### src/design/iir8_pkg.sv
// Shared constants, codes and control types of the eighth-order IIR filter.
`default_nettype none

package iir8_pkg;

  // Filter shape and default parameter values
  localparam int FILTER_ORDER    = 8;
  localparam int SAMPLE_BITS_DEF = 16;
  localparam int COEF_BITS_DEF   = 32;

  // Fixed number formats: x in Q16.16, y in Q24.16
  localparam int X_W       = 32;
  localparam int XS_W      = X_W + 1;     // sum of two x taps
  localparam int Y_W       = 40;
  localparam int Y_FRAC    = 16;
  localparam int IP_W      = Y_W - Y_FRAC;
  localparam int GAIN_W    = 32;
  localparam int GAIN_FRAC = 8;
  localparam int COEF_HALF = 32;

  // Configuration port
  localparam int CFG_IDX_W  = 3;
  localparam int CFG_DATA_W = 64;
  localparam int NUM_COEF   = 6;

  typedef enum logic [CFG_IDX_W-1:0] {
    CFG_INV_GAIN = 3'd0,
    CFG_B1_B2    = 3'd1,
    CFG_B3_B4    = 3'd2,
    CFG_A1_A2    = 3'd3,
    CFG_A3_A4    = 3'd4,
    CFG_A5_A6    = 3'd5,
    CFG_A7_A8    = 3'd6
  } cfg_idx_e;

  // Shared multiplier: the 40-bit operand is split into two 20-bit halves
  localparam int OPA_W  = 40;
  localparam int LO_W   = 20;
  localparam int MA_W   = OPA_W - LO_W + 1;
  localparam int MB_W   = 33;
  localparam int PP_W   = MA_W + MB_W;
  localparam int FULL_W = OPA_W + MB_W;
  localparam int ACC_W  = 48;

  // Product schedule: input scaling, four feed-forward, eight feedback
  localparam int N_TERMS = 13;
  localparam int TERM_W  = 4;
  localparam int SLOT_W  = 5;

  localparam logic [TERM_W-1:0] TERM_SCALE = 4'd0;
  localparam logic [TERM_W-1:0] TERM_B1    = 4'd1;
  localparam logic [TERM_W-1:0] TERM_B4    = 4'd4;
  localparam logic [TERM_W-1:0] TERM_A1    = 4'd5;
  localparam logic [TERM_W-1:0] TERM_LAST  = 4'd12;

  typedef enum logic [1:0] {
    ST_IDLE,
    ST_MUL,
    ST_WRAP
  } ctrl_state_e;

  typedef struct packed {
    logic              start;   // capture sample, seed accumulator
    logic              issue;   // launch one half-product
    logic [TERM_W-1:0] term;
    logic              hi;      // upper operand half
    logic              finish;  // write back history and result
  } dp_cmd_t;

  typedef struct packed {
    logic pipe_busy;
  } dp_status_t;

endpackage

`default_nettype wire

### src/design/iir8_in_if.sv
// Input sample channel: valid/ready with sample and buffer-end flag.
`default_nettype none

interface iir8_in_if #(
  parameter int SAMPLE_BITS = iir8_pkg::SAMPLE_BITS_DEF
);
  logic                          valid;
  logic                          ready;
  logic signed [SAMPLE_BITS-1:0] sample_in;
  logic                          last_in;

  modport source (output valid, sample_in, last_in, input ready);
  modport sink   (input valid, sample_in, last_in, output ready);
endinterface

`default_nettype wire

### src/design/iir8_out_if.sv
// Output sample channel: valid/ready with filtered sample, clip and buffer-end flags.
`default_nettype none

interface iir8_out_if #(
  parameter int SAMPLE_BITS = iir8_pkg::SAMPLE_BITS_DEF
);
  logic                          valid;
  logic                          ready;
  logic signed [SAMPLE_BITS-1:0] sample_out;
  logic                          clipped;
  logic                          last_out;

  modport source (output valid, sample_out, clipped, last_out, input ready);
  modport sink   (input valid, sample_out, clipped, last_out, output ready);
endinterface

`default_nettype wire

### src/design/iir8_ctrl.sv
// Controller: sequences the product slots of one sample and owns the handshakes.
`default_nettype none

module iir8_ctrl (
  input  logic                   clk_i,
  input  logic                   rst_ni,
  input  logic                   in_valid_i,
  output logic                   in_ready_o,
  output logic                   out_valid_o,
  input  logic                   out_ready_i,
  output iir8_pkg::dp_cmd_t      cmd_o,
  input  iir8_pkg::dp_status_t   status_i
);

  localparam logic [iir8_pkg::SLOT_W-1:0] LAST_SLOT =
    iir8_pkg::SLOT_W'(2 * iir8_pkg::N_TERMS - 1);

  iir8_pkg::ctrl_state_e         state_q, state_d;
  logic [iir8_pkg::SLOT_W-1:0]   slot_q, slot_d;
  logic                          out_valid_q, out_valid_d;
  logic                          out_free;
  logic                          do_finish;

  assign out_free  = !out_valid_q || out_ready_i;
  assign do_finish = (state_q == iir8_pkg::ST_WRAP) && !status_i.pipe_busy && out_free;

  // Next state
  always_comb begin
    state_d = state_q;
    slot_d  = slot_q;
    unique case (state_q)
      iir8_pkg::ST_IDLE: begin
        slot_d = '0;
        if (in_valid_i) begin
          state_d = iir8_pkg::ST_MUL;
        end
      end
      iir8_pkg::ST_MUL: begin
        if (slot_q == LAST_SLOT) begin
          slot_d  = '0;
          state_d = iir8_pkg::ST_WRAP;
        end else begin
          slot_d = slot_q + 1'b1;
        end
      end
      iir8_pkg::ST_WRAP: begin
        if (do_finish) begin
          state_d = iir8_pkg::ST_IDLE;
        end
      end
      default: begin
        state_d = iir8_pkg::ST_IDLE;
      end
    endcase
  end

  // Outputs
  always_comb begin
    in_ready_o   = 1'b0;
    cmd_o        = '0;
    cmd_o.term   = slot_q[iir8_pkg::SLOT_W-1:1];
    cmd_o.hi     = slot_q[0];
    unique case (state_q)
      iir8_pkg::ST_IDLE: begin
        in_ready_o  = 1'b1;
        cmd_o.start = in_valid_i;
      end
      iir8_pkg::ST_MUL: begin
        cmd_o.issue = 1'b1;
      end
      iir8_pkg::ST_WRAP: begin
        cmd_o.finish = do_finish;
      end
      default: begin
        in_ready_o = 1'b0;
      end
    endcase
  end

  always_comb begin
    out_valid_d = out_valid_q;
    if (do_finish) begin
      out_valid_d = 1'b1;
    end else if (out_ready_i) begin
      out_valid_d = 1'b0;
    end
  end

  assign out_valid_o = out_valid_q;

  always_ff @(posedge clk_i or negedge rst_ni) begin
    if (!rst_ni) begin
      state_q     <= iir8_pkg::ST_IDLE;
      slot_q      <= '0;
      out_valid_q <= 1'b0;
    end else begin
      state_q     <= state_d;
      slot_q      <= slot_d;
      out_valid_q <= out_valid_d;
    end
  end

endmodule

`default_nettype wire

### src/design/iir8_dp.sv
// Datapath: registers, histories, shared split multiplier, accumulator, saturation.
`default_nettype none

module iir8_dp #(
  parameter int SAMPLE_BITS = iir8_pkg::SAMPLE_BITS_DEF,
  parameter int COEF_BITS   = iir8_pkg::COEF_BITS_DEF
) (
  input  logic                                  clk_i,
  input  logic                                  rst_ni,
  input  iir8_pkg::dp_cmd_t                     cmd_i,
  output iir8_pkg::dp_status_t                  status_o,
  input  logic signed [SAMPLE_BITS-1:0]         sample_i,
  input  logic                                  last_i,
  input  logic                                  cfg_we_i,
  input  logic [iir8_pkg::CFG_IDX_W-1:0]        cfg_idx_i,
  input  logic [iir8_pkg::CFG_DATA_W-1:0]       cfg_data_i,
  output logic signed [SAMPLE_BITS-1:0]         sample_o,
  output logic                                  clip_o,
  output logic                                  last_o
);

  localparam int COEF_FRAC = COEF_BITS - 4;
  localparam int X_W   = iir8_pkg::X_W;
  localparam int Y_W   = iir8_pkg::Y_W;
  localparam int ACC_W = iir8_pkg::ACC_W;
  localparam int ORD   = iir8_pkg::FILTER_ORDER;

  // Configuration
  logic [iir8_pkg::GAIN_W-1:0]     inv_gain_q;
  logic [iir8_pkg::CFG_DATA_W-1:0] coef_q [iir8_pkg::NUM_COEF];

  // Histories and per-sample state
  logic signed [X_W-1:0]           xhist_q [ORD];
  logic signed [Y_W-1:0]           yhist_q [ORD];
  logic signed [SAMPLE_BITS-1:0]   s_q;
  logic                            last_q;
  logic signed [X_W-1:0]           x_new_q;
  logic signed [ACC_W-1:0]         acc_q;

  // Multiplier pipeline
  logic signed [iir8_pkg::XS_W-1:0]   xpair [1:3];
  logic signed [iir8_pkg::OPA_W-1:0]  op_a;
  logic signed [iir8_pkg::MB_W-1:0]   op_b;
  logic [iir8_pkg::COEF_HALF-1:0]     chalf;
  logic [iir8_pkg::TERM_W-1:0]        cidx;
  logic signed [iir8_pkg::MA_W-1:0]   mul_a;
  logic signed [iir8_pkg::PP_W-1:0]   pp_d, pp_q, lo_q;
  logic signed [iir8_pkg::FULL_W-1:0] full_q;
  logic                               v1_q, hi1_q, scale1_q;
  logic                               v2_q, scale2_q;

  // Accumulate and write back
  logic signed [ACC_W-1:0]         term_v;
  logic signed [ACC_W-1:0]         add_v;
  logic                            x_ovf;
  logic signed [X_W-1:0]           x_sat;
  logic                            y_ovf;
  logic signed [Y_W-1:0]           y_sat;
  logic signed [iir8_pkg::IP_W-1:0] ip;
  logic                            s_ovf;
  logic signed [SAMPLE_BITS-1:0]   s_sat;
  logic signed [SAMPLE_BITS-1:0]   out_sample_q;
  logic                            out_clip_q, out_last_q;

  // Symmetric feed-forward tap pairs
  always_comb begin
    for (int i = 1; i <= 3; i++) begin
      xpair[i] = iir8_pkg::XS_W'(xhist_q[i]) + iir8_pkg::XS_W'(xhist_q[ORD - i]);
    end
  end

  // Operand selection for the current term
  always_comb begin
    op_a  = '0;
    op_b  = '0;
    chalf = '0;
    cidx  = cmd_i.term - iir8_pkg::TERM_B1;
    if (cmd_i.term == iir8_pkg::TERM_SCALE) begin
      op_a = iir8_pkg::OPA_W'(s_q);
      op_b = iir8_pkg::MB_W'({1'b0, inv_gain_q});
    end else if (cmd_i.term <= iir8_pkg::TERM_LAST) begin
      chalf = cidx[0] ? coef_q[cidx[3:1]][2*iir8_pkg::COEF_HALF-1:iir8_pkg::COEF_HALF]
                      : coef_q[cidx[3:1]][iir8_pkg::COEF_HALF-1:0];
      op_b  = iir8_pkg::MB_W'($signed(chalf[COEF_BITS-1:0]));
      if (cmd_i.term == iir8_pkg::TERM_B4) begin
        op_a = iir8_pkg::OPA_W'(xhist_q[ORD/2]);
      end else if (cmd_i.term < iir8_pkg::TERM_B4) begin
        op_a = iir8_pkg::OPA_W'(xpair[2'(cmd_i.term)]);
      end else begin
        op_a = iir8_pkg::OPA_W'(yhist_q[3'(cmd_i.term - iir8_pkg::TERM_A1)]);
      end
    end
  end

  // Upper half signed, lower half zero-extended
  assign mul_a = cmd_i.hi
               ? iir8_pkg::MA_W'($signed(op_a[iir8_pkg::OPA_W-1:iir8_pkg::LO_W]))
               : iir8_pkg::MA_W'({1'b0, op_a[iir8_pkg::LO_W-1:0]});
  assign pp_d  = iir8_pkg::PP_W'(mul_a) * iir8_pkg::PP_W'(op_b);

  // Floor shift of the full product, then clamp of the scaled sample
  assign term_v = scale2_q ? ACC_W'(full_q >>> iir8_pkg::GAIN_FRAC)
                           : ACC_W'(full_q >>> COEF_FRAC);
  assign x_ovf  = !(&term_v[ACC_W-1:X_W-1] || ~|term_v[ACC_W-1:X_W-1]);
  assign x_sat  = x_ovf ? {term_v[ACC_W-1], {(X_W-1){~term_v[ACC_W-1]}}}
                        : term_v[X_W-1:0];
  assign add_v  = scale2_q ? ACC_W'(x_sat) : term_v;

  // New output: clamp to Q24.16, floor to integer, saturate to sample width
  assign y_ovf = !(&acc_q[ACC_W-1:Y_W-1] || ~|acc_q[ACC_W-1:Y_W-1]);
  assign y_sat = y_ovf ? {acc_q[ACC_W-1], {(Y_W-1){~acc_q[ACC_W-1]}}}
                       : acc_q[Y_W-1:0];
  assign ip    = y_sat[Y_W-1:iir8_pkg::Y_FRAC];
  assign s_ovf = !(&ip[iir8_pkg::IP_W-1:SAMPLE_BITS-1] || ~|ip[iir8_pkg::IP_W-1:SAMPLE_BITS-1]);
  assign s_sat = s_ovf ? {ip[iir8_pkg::IP_W-1], {(SAMPLE_BITS-1){~ip[iir8_pkg::IP_W-1]}}}
                       : ip[SAMPLE_BITS-1:0];

  assign status_o.pipe_busy = v1_q || v2_q;

  // Control, configuration and history
  always_ff @(posedge clk_i or negedge rst_ni) begin
    if (!rst_ni) begin
      inv_gain_q <= iir8_pkg::GAIN_W'(32'h0100_0000);
      for (int i = 0; i < iir8_pkg::NUM_COEF; i++) begin
        coef_q[i] <= '0;
      end
      for (int i = 0; i < ORD; i++) begin
        xhist_q[i] <= '0;
        yhist_q[i] <= '0;
      end
      v1_q     <= 1'b0;
      hi1_q    <= 1'b0;
      scale1_q <= 1'b0;
      v2_q     <= 1'b0;
      scale2_q <= 1'b0;
    end else begin
      if (cfg_we_i) begin
        unique case (iir8_pkg::cfg_idx_e'(cfg_idx_i))
          iir8_pkg::CFG_INV_GAIN: inv_gain_q <= cfg_data_i[iir8_pkg::GAIN_W-1:0];
          iir8_pkg::CFG_B1_B2:    coef_q[0]  <= cfg_data_i;
          iir8_pkg::CFG_B3_B4:    coef_q[1]  <= cfg_data_i;
          iir8_pkg::CFG_A1_A2:    coef_q[2]  <= cfg_data_i;
          iir8_pkg::CFG_A3_A4:    coef_q[3]  <= cfg_data_i;
          iir8_pkg::CFG_A5_A6:    coef_q[4]  <= cfg_data_i;
          iir8_pkg::CFG_A7_A8:    coef_q[5]  <= cfg_data_i;
          default: ;
        endcase
      end
      v1_q     <= cmd_i.issue;
      hi1_q    <= cmd_i.hi;
      scale1_q <= (cmd_i.term == iir8_pkg::TERM_SCALE);
      v2_q     <= v1_q && hi1_q;
      scale2_q <= scale1_q;
      if (cmd_i.finish) begin
        for (int i = 0; i < ORD - 1; i++) begin
          xhist_q[i] <= xhist_q[i+1];
          yhist_q[i] <= yhist_q[i+1];
        end
        xhist_q[ORD-1] <= x_new_q;
        yhist_q[ORD-1] <= y_sat;
      end
    end
  end

  // Payload registers
  always_ff @(posedge clk_i) begin
    if (cmd_i.start) begin
      s_q    <= sample_i;
      last_q <= last_i;
      acc_q  <= ACC_W'(xhist_q[0]);
    end else if (v2_q) begin
      acc_q <= acc_q + add_v;
    end
    if (v2_q && scale2_q) begin
      x_new_q <= x_sat;
    end
    if (cmd_i.issue) begin
      pp_q <= pp_d;
    end
    if (v1_q && !hi1_q) begin
      lo_q <= pp_q;
    end
    if (v1_q && hi1_q) begin
      full_q <= (iir8_pkg::FULL_W'(pp_q) <<< iir8_pkg::LO_W) + iir8_pkg::FULL_W'(lo_q);
    end
    if (cmd_i.finish) begin
      out_sample_q <= s_sat;
      out_clip_q   <= s_ovf;
      out_last_q   <= last_q;
    end
  end

  assign sample_o = out_sample_q;
  assign clip_o   = out_clip_q;
  assign last_o   = out_last_q;

endmodule

`default_nettype wire

### src/design/iir_order8_symmetric_filter.sv
// Top level of the eighth-order direct-form-I IIR filter with symmetric feed-forward.
//
//   channel  | direction | handshake        | payload
//   ---------+-----------+------------------+-----------------------------------
//   in_s     | sink      | valid / ready    | sample_in, last_in
//   out_m    | source    | valid / ready    | sample_out, clipped, last_out
//   cfg      | sink      | cfg_we_i only    | cfg_idx_i, cfg_data_i (64 bits)
//
// Sequence: each sample is accepted, then worked on the single 21x33 multiplier
//   as 13 products, each taken as two 20-bit operand halves; the multiplier pipeline
//   then drains and the result is written back. A new sample is taken only after
//   write-back. The shared multiplier limits the sample rate.
// Stalls: a finished result waits in the output register while the next
//   sample is taken and worked on; write-back holds while that result is unclaimed.
// Reset: both histories clear, inv_gain returns to 1.0 and all weights to zero.
`default_nettype none

module iir_order8_symmetric_filter #(
  parameter int SAMPLE_BITS = iir8_pkg::SAMPLE_BITS_DEF,
  parameter int COEF_BITS   = iir8_pkg::COEF_BITS_DEF
) (
  input  logic                              clk_i,
  input  logic                              rst_ni,
  iir8_in_if.sink                           in_s,
  iir8_out_if.source                        out_m,
  input  logic                              cfg_we_i,
  input  logic [iir8_pkg::CFG_IDX_W-1:0]    cfg_idx_i,
  input  logic [iir8_pkg::CFG_DATA_W-1:0]   cfg_data_i
);

  iir8_pkg::dp_cmd_t    cmd;
  iir8_pkg::dp_status_t status;

  // Sequencer: one transaction in, product slots, drain, write-back
  iir8_ctrl u_ctrl (
    .clk_i       (clk_i),
    .rst_ni      (rst_ni),
    .in_valid_i  (in_s.valid),
    .in_ready_o  (in_s.ready),
    .out_valid_o (out_m.valid),
    .out_ready_i (out_m.ready),
    .cmd_o       (cmd),
    .status_i    (status)
  );

  // Arithmetic, histories, weights and the output register
  iir8_dp #(
    .SAMPLE_BITS (SAMPLE_BITS),
    .COEF_BITS   (COEF_BITS)
  ) u_dp (
    .clk_i      (clk_i),
    .rst_ni     (rst_ni),
    .cmd_i      (cmd),
    .status_o   (status),
    .sample_i   (in_s.sample_in),
    .last_i     (in_s.last_in),
    .cfg_we_i   (cfg_we_i),
    .cfg_idx_i  (cfg_idx_i),
    .cfg_data_i (cfg_data_i),
    .sample_o   (out_m.sample_out),
    .clip_o     (out_m.clipped),
    .last_o     (out_m.last_out)
  );

endmodule

`default_nettype wire

### src/flat_wrapper.sv
// flat-port wrapper written by rule: the top's interface ports become plain ports
module iir_order8_symmetric_filter_flat 
#(
  parameter int SAMPLE_BITS = iir8_pkg::SAMPLE_BITS_DEF,
  parameter int COEF_BITS   = iir8_pkg::COEF_BITS_DEF
)
  (clk_i, rst_ni, cfg_we_i, cfg_idx_i, cfg_data_i, in_s_valid, in_s_sample_in, in_s_last_in, in_s_ready, out_m_valid, out_m_sample_out, out_m_clipped, out_m_last_out, out_m_ready);
  iir8_in_if #(.SAMPLE_BITS(SAMPLE_BITS)) in_s_i ();
  iir8_out_if #(.SAMPLE_BITS(SAMPLE_BITS)) out_m_i ();
  input  logic clk_i;
  input  logic rst_ni;
  input  logic cfg_we_i;
  input  logic [iir8_pkg::CFG_IDX_W-1:0] cfg_idx_i;
  input  logic [iir8_pkg::CFG_DATA_W-1:0] cfg_data_i;
  input wire logic [$bits(in_s_i.valid)-1:0] in_s_valid;
  input wire logic [$bits(in_s_i.sample_in)-1:0] in_s_sample_in;
  input wire logic [$bits(in_s_i.last_in)-1:0] in_s_last_in;
  output wire logic [$bits(in_s_i.ready)-1:0] in_s_ready;
  output wire logic [$bits(out_m_i.valid)-1:0] out_m_valid;
  output wire logic [$bits(out_m_i.sample_out)-1:0] out_m_sample_out;
  output wire logic [$bits(out_m_i.clipped)-1:0] out_m_clipped;
  output wire logic [$bits(out_m_i.last_out)-1:0] out_m_last_out;
  input wire logic [$bits(out_m_i.ready)-1:0] out_m_ready;
  assign in_s_i.valid = in_s_valid;
  assign in_s_i.sample_in = in_s_sample_in;
  assign in_s_i.last_in = in_s_last_in;
  assign in_s_ready = in_s_i.ready;
  assign out_m_valid = out_m_i.valid;
  assign out_m_sample_out = out_m_i.sample_out;
  assign out_m_clipped = out_m_i.clipped;
  assign out_m_last_out = out_m_i.last_out;
  assign out_m_i.ready = out_m_ready;
  iir_order8_symmetric_filter #(.SAMPLE_BITS(SAMPLE_BITS), .COEF_BITS(COEF_BITS)) u_core (.clk_i(clk_i), .rst_ni(rst_ni), .in_s(in_s_i), .out_m(out_m_i), .cfg_we_i(cfg_we_i), .cfg_idx_i(cfg_idx_i), .cfg_data_i(cfg_data_i));
endmodule
### config.mk
export PLATFORM = sky130hd
export DESIGN_NAME = iir_order8_symmetric_filter_flat
export DESIGN_NICKNAME = d
export VERILOG_FILES = /design/src/design/iir8_pkg.sv /design/src/design/iir8_in_if.sv /design/src/design/iir8_out_if.sv /design/src/design/iir8_ctrl.sv /design/src/design/iir8_dp.sv /design/src/design/iir_order8_symmetric_filter.sv /design/src/flat_wrapper.sv
export SDC_FILE = /design/constraint.sdc
export NUM_CORES = 2
export LEC_CHECK = 0
export BUFFER_PORTS_ARGS = -buffer_cell sky130_fd_sc_hd__buf_2
export CORE_UTILIZATION = 64
export DETAILED_ROUTE_END_ITERATION = 12
export HOLD_SLACK_MARGIN = 0.12
export PLACE_DENSITY = 0.81
export SLEW_MARGIN = 20
export SYNTH_ARGS = -nofsm -noshare
export SYNTH_HDL_FRONTEND = slang
export SYNTH_SLANG_ARGS = --single-unit
### constraint.sdc
create_clock -name clk_i -period 11.49 [get_ports clk_i]
set_input_delay 1.149 -clock clk_i [delete_from_list [all_inputs] [get_ports clk_i]]
set_output_delay 1.149 -clock clk_i [all_outputs]
set_load 0.02 [all_outputs]
Yosys cells after proc, flatten, opt, wreduce, memory -nomap -nowiden

Index checks and enable logic that the tools add are counted.

Bits in registers: 1301
Bits of input ports: 89
Output and inout bits: 20
Word-level logic and storage cells: 147

$add $sub $neg: 8
$mul: 1
Order comparisons: 5
Equal/unequal tests: 13
Multiplexer cells: 36
Bitwise gates (word level): 6
Reduce and logical (&&, ||, !) cells: 37

Operators by type and width:

| operator             | count |
|---|---|
| $mux W40             | 7 |
| $bmux W64 S3         | 1 |
| $mux W48             | 4 |
| $mux W33             | 4 |
| $mux W64             | 2 |
| $bmux W40 S3         | 1 |
| $add A32 B32 Y33     | 3 |
| $add A73 B54 Y73     | 1 |
| $bmux W33 S2         | 1 |
| $mux W32             | 2 |
| $mul A21 B33 Y54     | 1 |
| $add A48 B48 Y48     | 1 |
| $mux W21             | 1 |
| $reduce_and A9 Y1    | 2 |
| $reduce_or A9 Y1     | 2 |
| $reduce_and A17 Y1   | 1 |
| $reduce_or A17 Y1    | 1 |
| $mux W16             | 1 |
| $reduce_and A2 Y1    | 7 |
| $pmux W5 S2          | 1 |
| $eq A3 B3 Y1 const B | 3 |
| $ge A4 B4 Y1 const B | 2 |
| $not A3 Y4           | 2 |
| $logic_not A1 Y1     | 7 |
| other kinds (26)     | 48 |

Logic depth before layout (Yosys ltp)

Depth in word-level cells: 11
Mapped depth: 44

Cells and area by module

Synthesis repeated with hierarchy kept, for this count alone.

Cells, all modules: 8077
Area, all modules: 90772.1 um^2

Modules (own cells, without submodules):

| module    | instances | cells each | area each (um^2) | seq. area each (um^2) |
|---|---|---|---|---|
| iir8_dp   | 1         | 8034       | 90364.2          | 33358.2 |
| iir8_ctrl | 1         | 43         | 407.9            | 200.2 |

Worst setup path after synthesis

Ideal clock, no wire load.

Path kind: register -> register
Start: register u_core.u_ctrl.slot_q[1] in the netlist's numbering
End: register u_core.u_dp.pp_q[51] in the netlist's numbering (data pin)
Arrival time: 10.087 ns
Data required time: 11.228 ns
Path slack: 1.142 ns
Cell stages (with the launch flop): 39
Buffers on the path: 8
Cell sequence: dfrtp_1 inv_1 clkbuf_1 clkbuf_1 clkbuf_1 ha_1 buf_2 buf_4 buf_2 buf_1 mux4_2 a21oi_1 a31oi_1 a22o_1 clkbuf_1 nor2b_1 fa_1 fa_1 [... 3 more ...] fa_1 fa_1 fa_1 inv_1 fa_1 inv_1 ha_1 a21o_1 a21o_1 a21oi_1 o41a_1 o211a_1 a21oi_1 o41a_1 nor4_1 nor3_1 a211oi_1 xnor2_1

Word-level cells in the longest chain between the ends: 11
Elaborated cells on any way between the ends: 27
Those cells by class: 2 x add/sub; 1 x mul; 2 x order compare; 1 x eq/ne; 17 x mux; 3 x bitwise; 1 x reduce/logical

RTL lines:

| element                                     | line            | source |
|---|---|---|
| from (decl)                                 | iir8_ctrl.sv:19 | `logic [iir8_pkg::SLOT_W-1:0] slot_q, slot_d;` |
| from (signal assigned)                      | iir8_ctrl.sv:98 | `slot_q <= slot_d;` |
| $sub A3 B3 Y3                               | iir8_dp.sv:90   | `op_a = iir8_pkg::OPA_W'(yhist_q[3'(cmd_i.term - iir8_pkg::TERM_A1)]);` |
| $not A3 Y4 (implied by the code)            | iir8_dp.sv:90   |  |
| $bmux W40 S3                                | iir8_dp.sv:90   |  |
| $mux W40 (implied by the code) (2 in a row) | iir8_dp.sv:90   |  |
| $mux W40                                    | iir8_dp.sv:87   | `end else if (cmd_i.term < iir8_pkg::TERM_B4) begin` |
| $mux W40                                    | iir8_dp.sv:85   | `if (cmd_i.term == iir8_pkg::TERM_B4) begin` |
| $mux W40                                    | iir8_dp.sv:81   | `end else if (cmd_i.term <= iir8_pkg::TERM_LAST) begin` |
| $mux W40                                    | iir8_dp.sv:78   | `if (cmd_i.term == iir8_pkg::TERM_SCALE) begin` |
| $mux W21                                    | iir8_dp.sv:97   | `? iir8_pkg::MA_W'($signed(op_a[iir8_pkg::OPA_W-1:iir8_pkg::LO_W]))` |
| $mul A21 B33 Y54 *                          | iir8_dp.sv:99   | `assign pp_d = iir8_pkg::PP_W'(mul_a) * iir8_pkg::PP_W'(op_b);` |
| net u_core.u_dp.pp_d (one bit)              | iir8_dp.sv:47   | `logic signed [iir8_pkg::PP_W-1:0] pp_d, pp_q, lo_q;` |
| to (signal assigned)                        | iir8_dp.sv:178  | `pp_q <= pp_d;` |
| to (decl)                                   | iir8_dp.sv:47   |  |

The timed path passes the listed nets; every way through them passes the cells marked *. The select of a mux whose other input is x is not followed.
A chain may end at the register's enable or synchronous reset.

Worst setup path in the final report

Start: register u_core.u_dp.xhist_q[32] in the netlist's numbering
End: register u_core.u_dp.pp_q[51] in the netlist's numbering (data pin)

Word-level cells in the longest chain between the ends: 10

RTL lines:

| element                                     | line           | source |
|---|---|---|
| from (decl)                                 | iir8_dp.sv:33  | `logic signed [X_W-1:0] xhist_q [ORD];` |
| from (signal, indexed assignment)           | iir8_dp.sv:156 | `xhist_q[i] <= xhist_q[i+1];` |
| from (signal, indexed assignment)           | iir8_dp.sv:159 | `xhist_q[ORD-1] <= x_new_q;` |
| $add A32 B32 Y33                            | iir8_dp.sv:68  | `xpair[i] = iir8_pkg::XS_W'(xhist_q[i]) + iir8_pkg::XS_W'(xhist_q[ORD - i]);` |
| $bmux W33 S2                                | iir8_dp.sv:88  | `op_a = iir8_pkg::OPA_W'(xpair[2'(cmd_i.term)]);` |
| $mux W33 (implied by the code) (2 in a row) | iir8_dp.sv:88  |  |
| $mux W40                                    | iir8_dp.sv:87  |  |
| $mux W40                                    | iir8_dp.sv:85  |  |
| $mux W40                                    | iir8_dp.sv:81  |  |
| $mux W40                                    | iir8_dp.sv:78  |  |
| $mux W21                                    | iir8_dp.sv:97  |  |
| $mul A21 B33 Y54                            | iir8_dp.sv:99  |  |
| net u_core.u_dp.pp_d (one bit)              | iir8_dp.sv:47  |  |

The timed path passes the listed nets, and every way through them passes these cells. The select of a mux whose other input is x is not followed.

==> results by stage <==
Yosys:
- Synthesis produced 8963 cells.
- The sequential element share of the synthesized area is 37.55%.
- The number of flops mapped to enable cells by yosys is 280.
- The most used flip-flop cell after synthesis is dfrtp_1.
- The number of nets handed over by synthesis was 10080.
- The mapped netlist covers 89370 µm².
- Counting flops with an async set or reset pin after synthesis yields a share of 78.21%.
- The count of different cell masters after synthesis is 91.
- For this run, the number of Yosys warnings is 0.
- After synthesis the netlist holds a flip-flop and latch count of 1285.
- After synthesis, the mean cell area works out to 9.971 µm².

Placement:
- Before CTS, the worst setup slack after placement is 381.5 ps.
- During placement, the flow inserted port buffers numbering 108.
- The congestion estimate from routability-driven global placement came to 0.9948.
- Once detailed placement completed, the half-perimeter wirelength came to 186700 µm.

Worst hold path:
- The path class of the tightest hold or removal check is input pin to async pin.

Global routing:
- The initial antenna violation count is 23.
- The total track usage is 37.64%.
- The first global-routing pass estimated 405500 µm of wire.
- The maximum number of pins on one net before global-route repair is 232.
- The number of global-route vias before repair is 69700.
- The remaining global-route overflow is 0.

Timing:
- At the pin with the least slew margin, the transition time is 1154 ps.
- The final cycle utilization of the critical path is 97.07%.
- In this run the tightest slew margin relative to its limit is 23.09%.
- The count of pins over their slew limit is 0.
- Setup repair after global routing left no endpoint under its margin.
- The hold violation count in the final report is 0.
- The count of final setup violators is 0.
- Across all setup checks in the final design, the least slack found is 336.2 ps.
- The smallest clock period supported by the final layout is computed as 11150 ps.
- The fmax is 89.66 MHz.
- The final worst clock skew is 68.99 ps.
- The setup TNS is 0 ps.

Worst setup path:
- Counting stages on the worst path, the most repeated cell is fa_1.
- On the worst path, the slowest cell contributes a delay of 730 ps.
- The critical path class is register to register.
- The number of buffer and inverter stages on the critical path is 7.
- The nature of the critical path startpoint is a register.
- The data required time at the worst endpoint is 12020 ps.
- The top fanout value on the critical path is 11.
- The cell family with the largest share of critical-path delay is adder cells.
- The data arrival time at the worst-slack endpoint is 11690 ps.
- The library cell contributing the largest single delay on the critical path is a211oi_4.
- The worst setup path is captured at a register.

Drt:
- Summed over all nets, wire length on met2 after detailed routing comes to 123600 µm.
- After detailed routing, the number of vias per cell comes to 6.195.
- For this block, wires on met1 add up to 96420 µm.
- The highest metal layer with signal wires is met5.
- The first TritonRoute pass finished after 6 iterations.
- The first-iteration detailed-routing DRC count is 6629.
- The per-cell routed wire length is 24.03 µm.
- The detailed-route wire length is 261900 µm.
- In the routed design, unresolved DRC markers number 0.
- The detailed router placed 67520 vias in this run.
- After detailed routing, the met3 layer carries 21260 µm of wire.
- The remaining antenna violation count after routing is 0.

Status:
- The run finished with clean final reports.

Clocking:
- In this run the deepest clock path goes through 3 buffers.
- TritonCTS created 138 clock buffers.
- After clock tree synthesis, the clock-pin slew on the worst setup and hold paths is 60 ps.
- The H-tree was split into 4 levels.
- The TritonCTS clock tree is built.
- The cell at the root of the clock tree is clkbuf_16.
- The source-to-sink clock delay at the later pin of the worst-skew pair is 810 ps.
- The count of clock tree sinks is 1285.
- Buffers inserted to repair hold after CTS numbered 0.

Die:
- After floorplanning, the core was sized to cover 138000 µm².
- The standard-cell row count is 136.
- The overall die area is 141100 µm².
- The number of ports placed on the die boundary is 109.
- The die outline width is 375.7 µm.
- For this configuration, the core starts out at a cell density of 64.76%.
- The die height is 375.7 µm.

Finish:
- Fill cells in the final layout number 9832.
- The layout net count is 10020.
- In the final layout, the share of cells above drive strength 1 is 13.19%.
- In the layout the commonest cells are nand2_1, dfrtp_1, inv_1.
- The most frequent standard cell in the layout excluding fill and tap cells is nand2_1.
- Relative to the synthesized area, the layout overhead comes to 8.376%.

Job:
- The count of maximum capacitance violations is 0.
[registers in the layout (all words and copies together), names as in the netlist, 5 cells and up]
| signal | flops |
|---|---|
| u_core.u_dp.coef_q | 384 |
| u_core.u_dp.inv_gain_q | 32 |
| u_core.u_dp.lo_q | 46 |
| u_core.u_dp.pp_q | 54 |
| u_core.u_ctrl.slot_q | 5 |
| u_core.u_dp.full_q | 65 |
| u_core.u_dp.xhist_q | 256 |
| u_core.u_dp.yhist_q | 320 |
| u_core.u_dp.s_q | 16 |
| u_core.u_dp.x_new_q | 32 |
| u_core.u_dp.acc_q | 48 |
| u_core.u_dp.sample_o | 16 |
[worst paths after layout]
path | start | endpoint | slack [ps] | cells past startpoint
worst max-delay path | u_core.u_dp.xhist_q[32] | u_core.u_dp.pp_q[51] | 340 | 38
worst min-delay path | rst_ni | u_core.u_dp.yhist_q[200] | 360 | 1
worst max register to register | u_core.u_dp.xhist_q[32] | u_core.u_dp.pp_q[51] | 340 | 38
worst min register to register | u_core.u_dp.scale1_q | u_core.u_dp.scale2_q | 360 | 0
max in group asynchronous | rst_ni | u_core.u_dp.coef_q[374] | 8620 | 4
min in group clk_i | u_core.u_dp.scale1_q | u_core.u_dp.scale2_q | 360 | 0
[Yosys cell counts (196+ instances only)]
master	instances	area [µm²]
inv_1	893	3352
nor2_1	230	863.3
nand2_1	2372	8904
ha_1	333	4167
dfrtp_1	1004	25120
o21ai_0	246	1231
mux2_2	425	4786
a21oi_1	352	1762
clkbuf_1	388	1456
fa_1	693	13870
a21o_1	196	1471
edfxtp_1	280	8408
[cells by family (layout without fill, tap and decap cells)]
family | count (synthesis) | after routing | synth area share (%)
multiplexers | 629 | 629 | 10.10
adder cells (fa/ha/maj) | 1026 | 1026 | 20.19
AND/OR/NAND/NOR | 3171 | 3171 | 14.83
flip-flops | 1285 | 1285 | 37.55
other | 0 | 19 | 0
XOR/XNOR | 225 | 225 | 2.205
buffers and inverters | 1363 | 1417 | 5.851
AO/OA/AOI/OAI | 1264 | 1264 | 9.278
[layer usage]
layer | vias up | track usage [%]
li1 | 29450 | -
met1 | 33880 | 46.91
met2 | 3398 | 60.07
met3 | 784 | 6.885
met4 | 6 | 25.76
met5 | - | 0
[through the flow]
step	hold slack (ps)	cell area [µm²]	instances	util, %
after floorplan	331.2	89370	8963	-
after global placement	344.3	92010	10630	66.68
after detailed placement	345.6	92010	10630	66.68
after CTS	364.4	96740	10880	70.10
after global routing	372.8	96860	10900	70.18
final	361.7	96860	10900	70.19
[worst reg2reg max path, delay by kind of cell, from the launching register on]
kind            cells  cell delay (ps)
compound gates     14             3900
simple gates        5             1160
buf+inv             7              670
xor+xnor            2              340
fa+ha+maj          10             4420
flops               1              370
[cell type report]
class / instances / area, µm² / share of cell area (%)
clock buffer: 184 / 3856 / 3.981
antenna: 19 / 47.55 / 0.04909
multi-input combinational: 6315 / 50810 / 52.45
inverter: 894 / 3363 / 3.472
clock inverter: 65 / 872.1 / 0.9004
tap: 1863 / 2331 / 2.407
timing repair buffer: 274 / 2016 / 2.081
sequential: 1285 / 33570 / 34.66
[timing repair]
| action | 4_1_cts | 5_1_grt |
|---|---|---|
| endpoints found under the setup margin | 0 | 11 |
| buffers inserted | 0 | 0 |
| gates resized for setup | 0 | 3 |
Power is left out: the tool's default activity adds up to more than one toggle a clock period on the data nets, which glitch-free logic cannot reach.
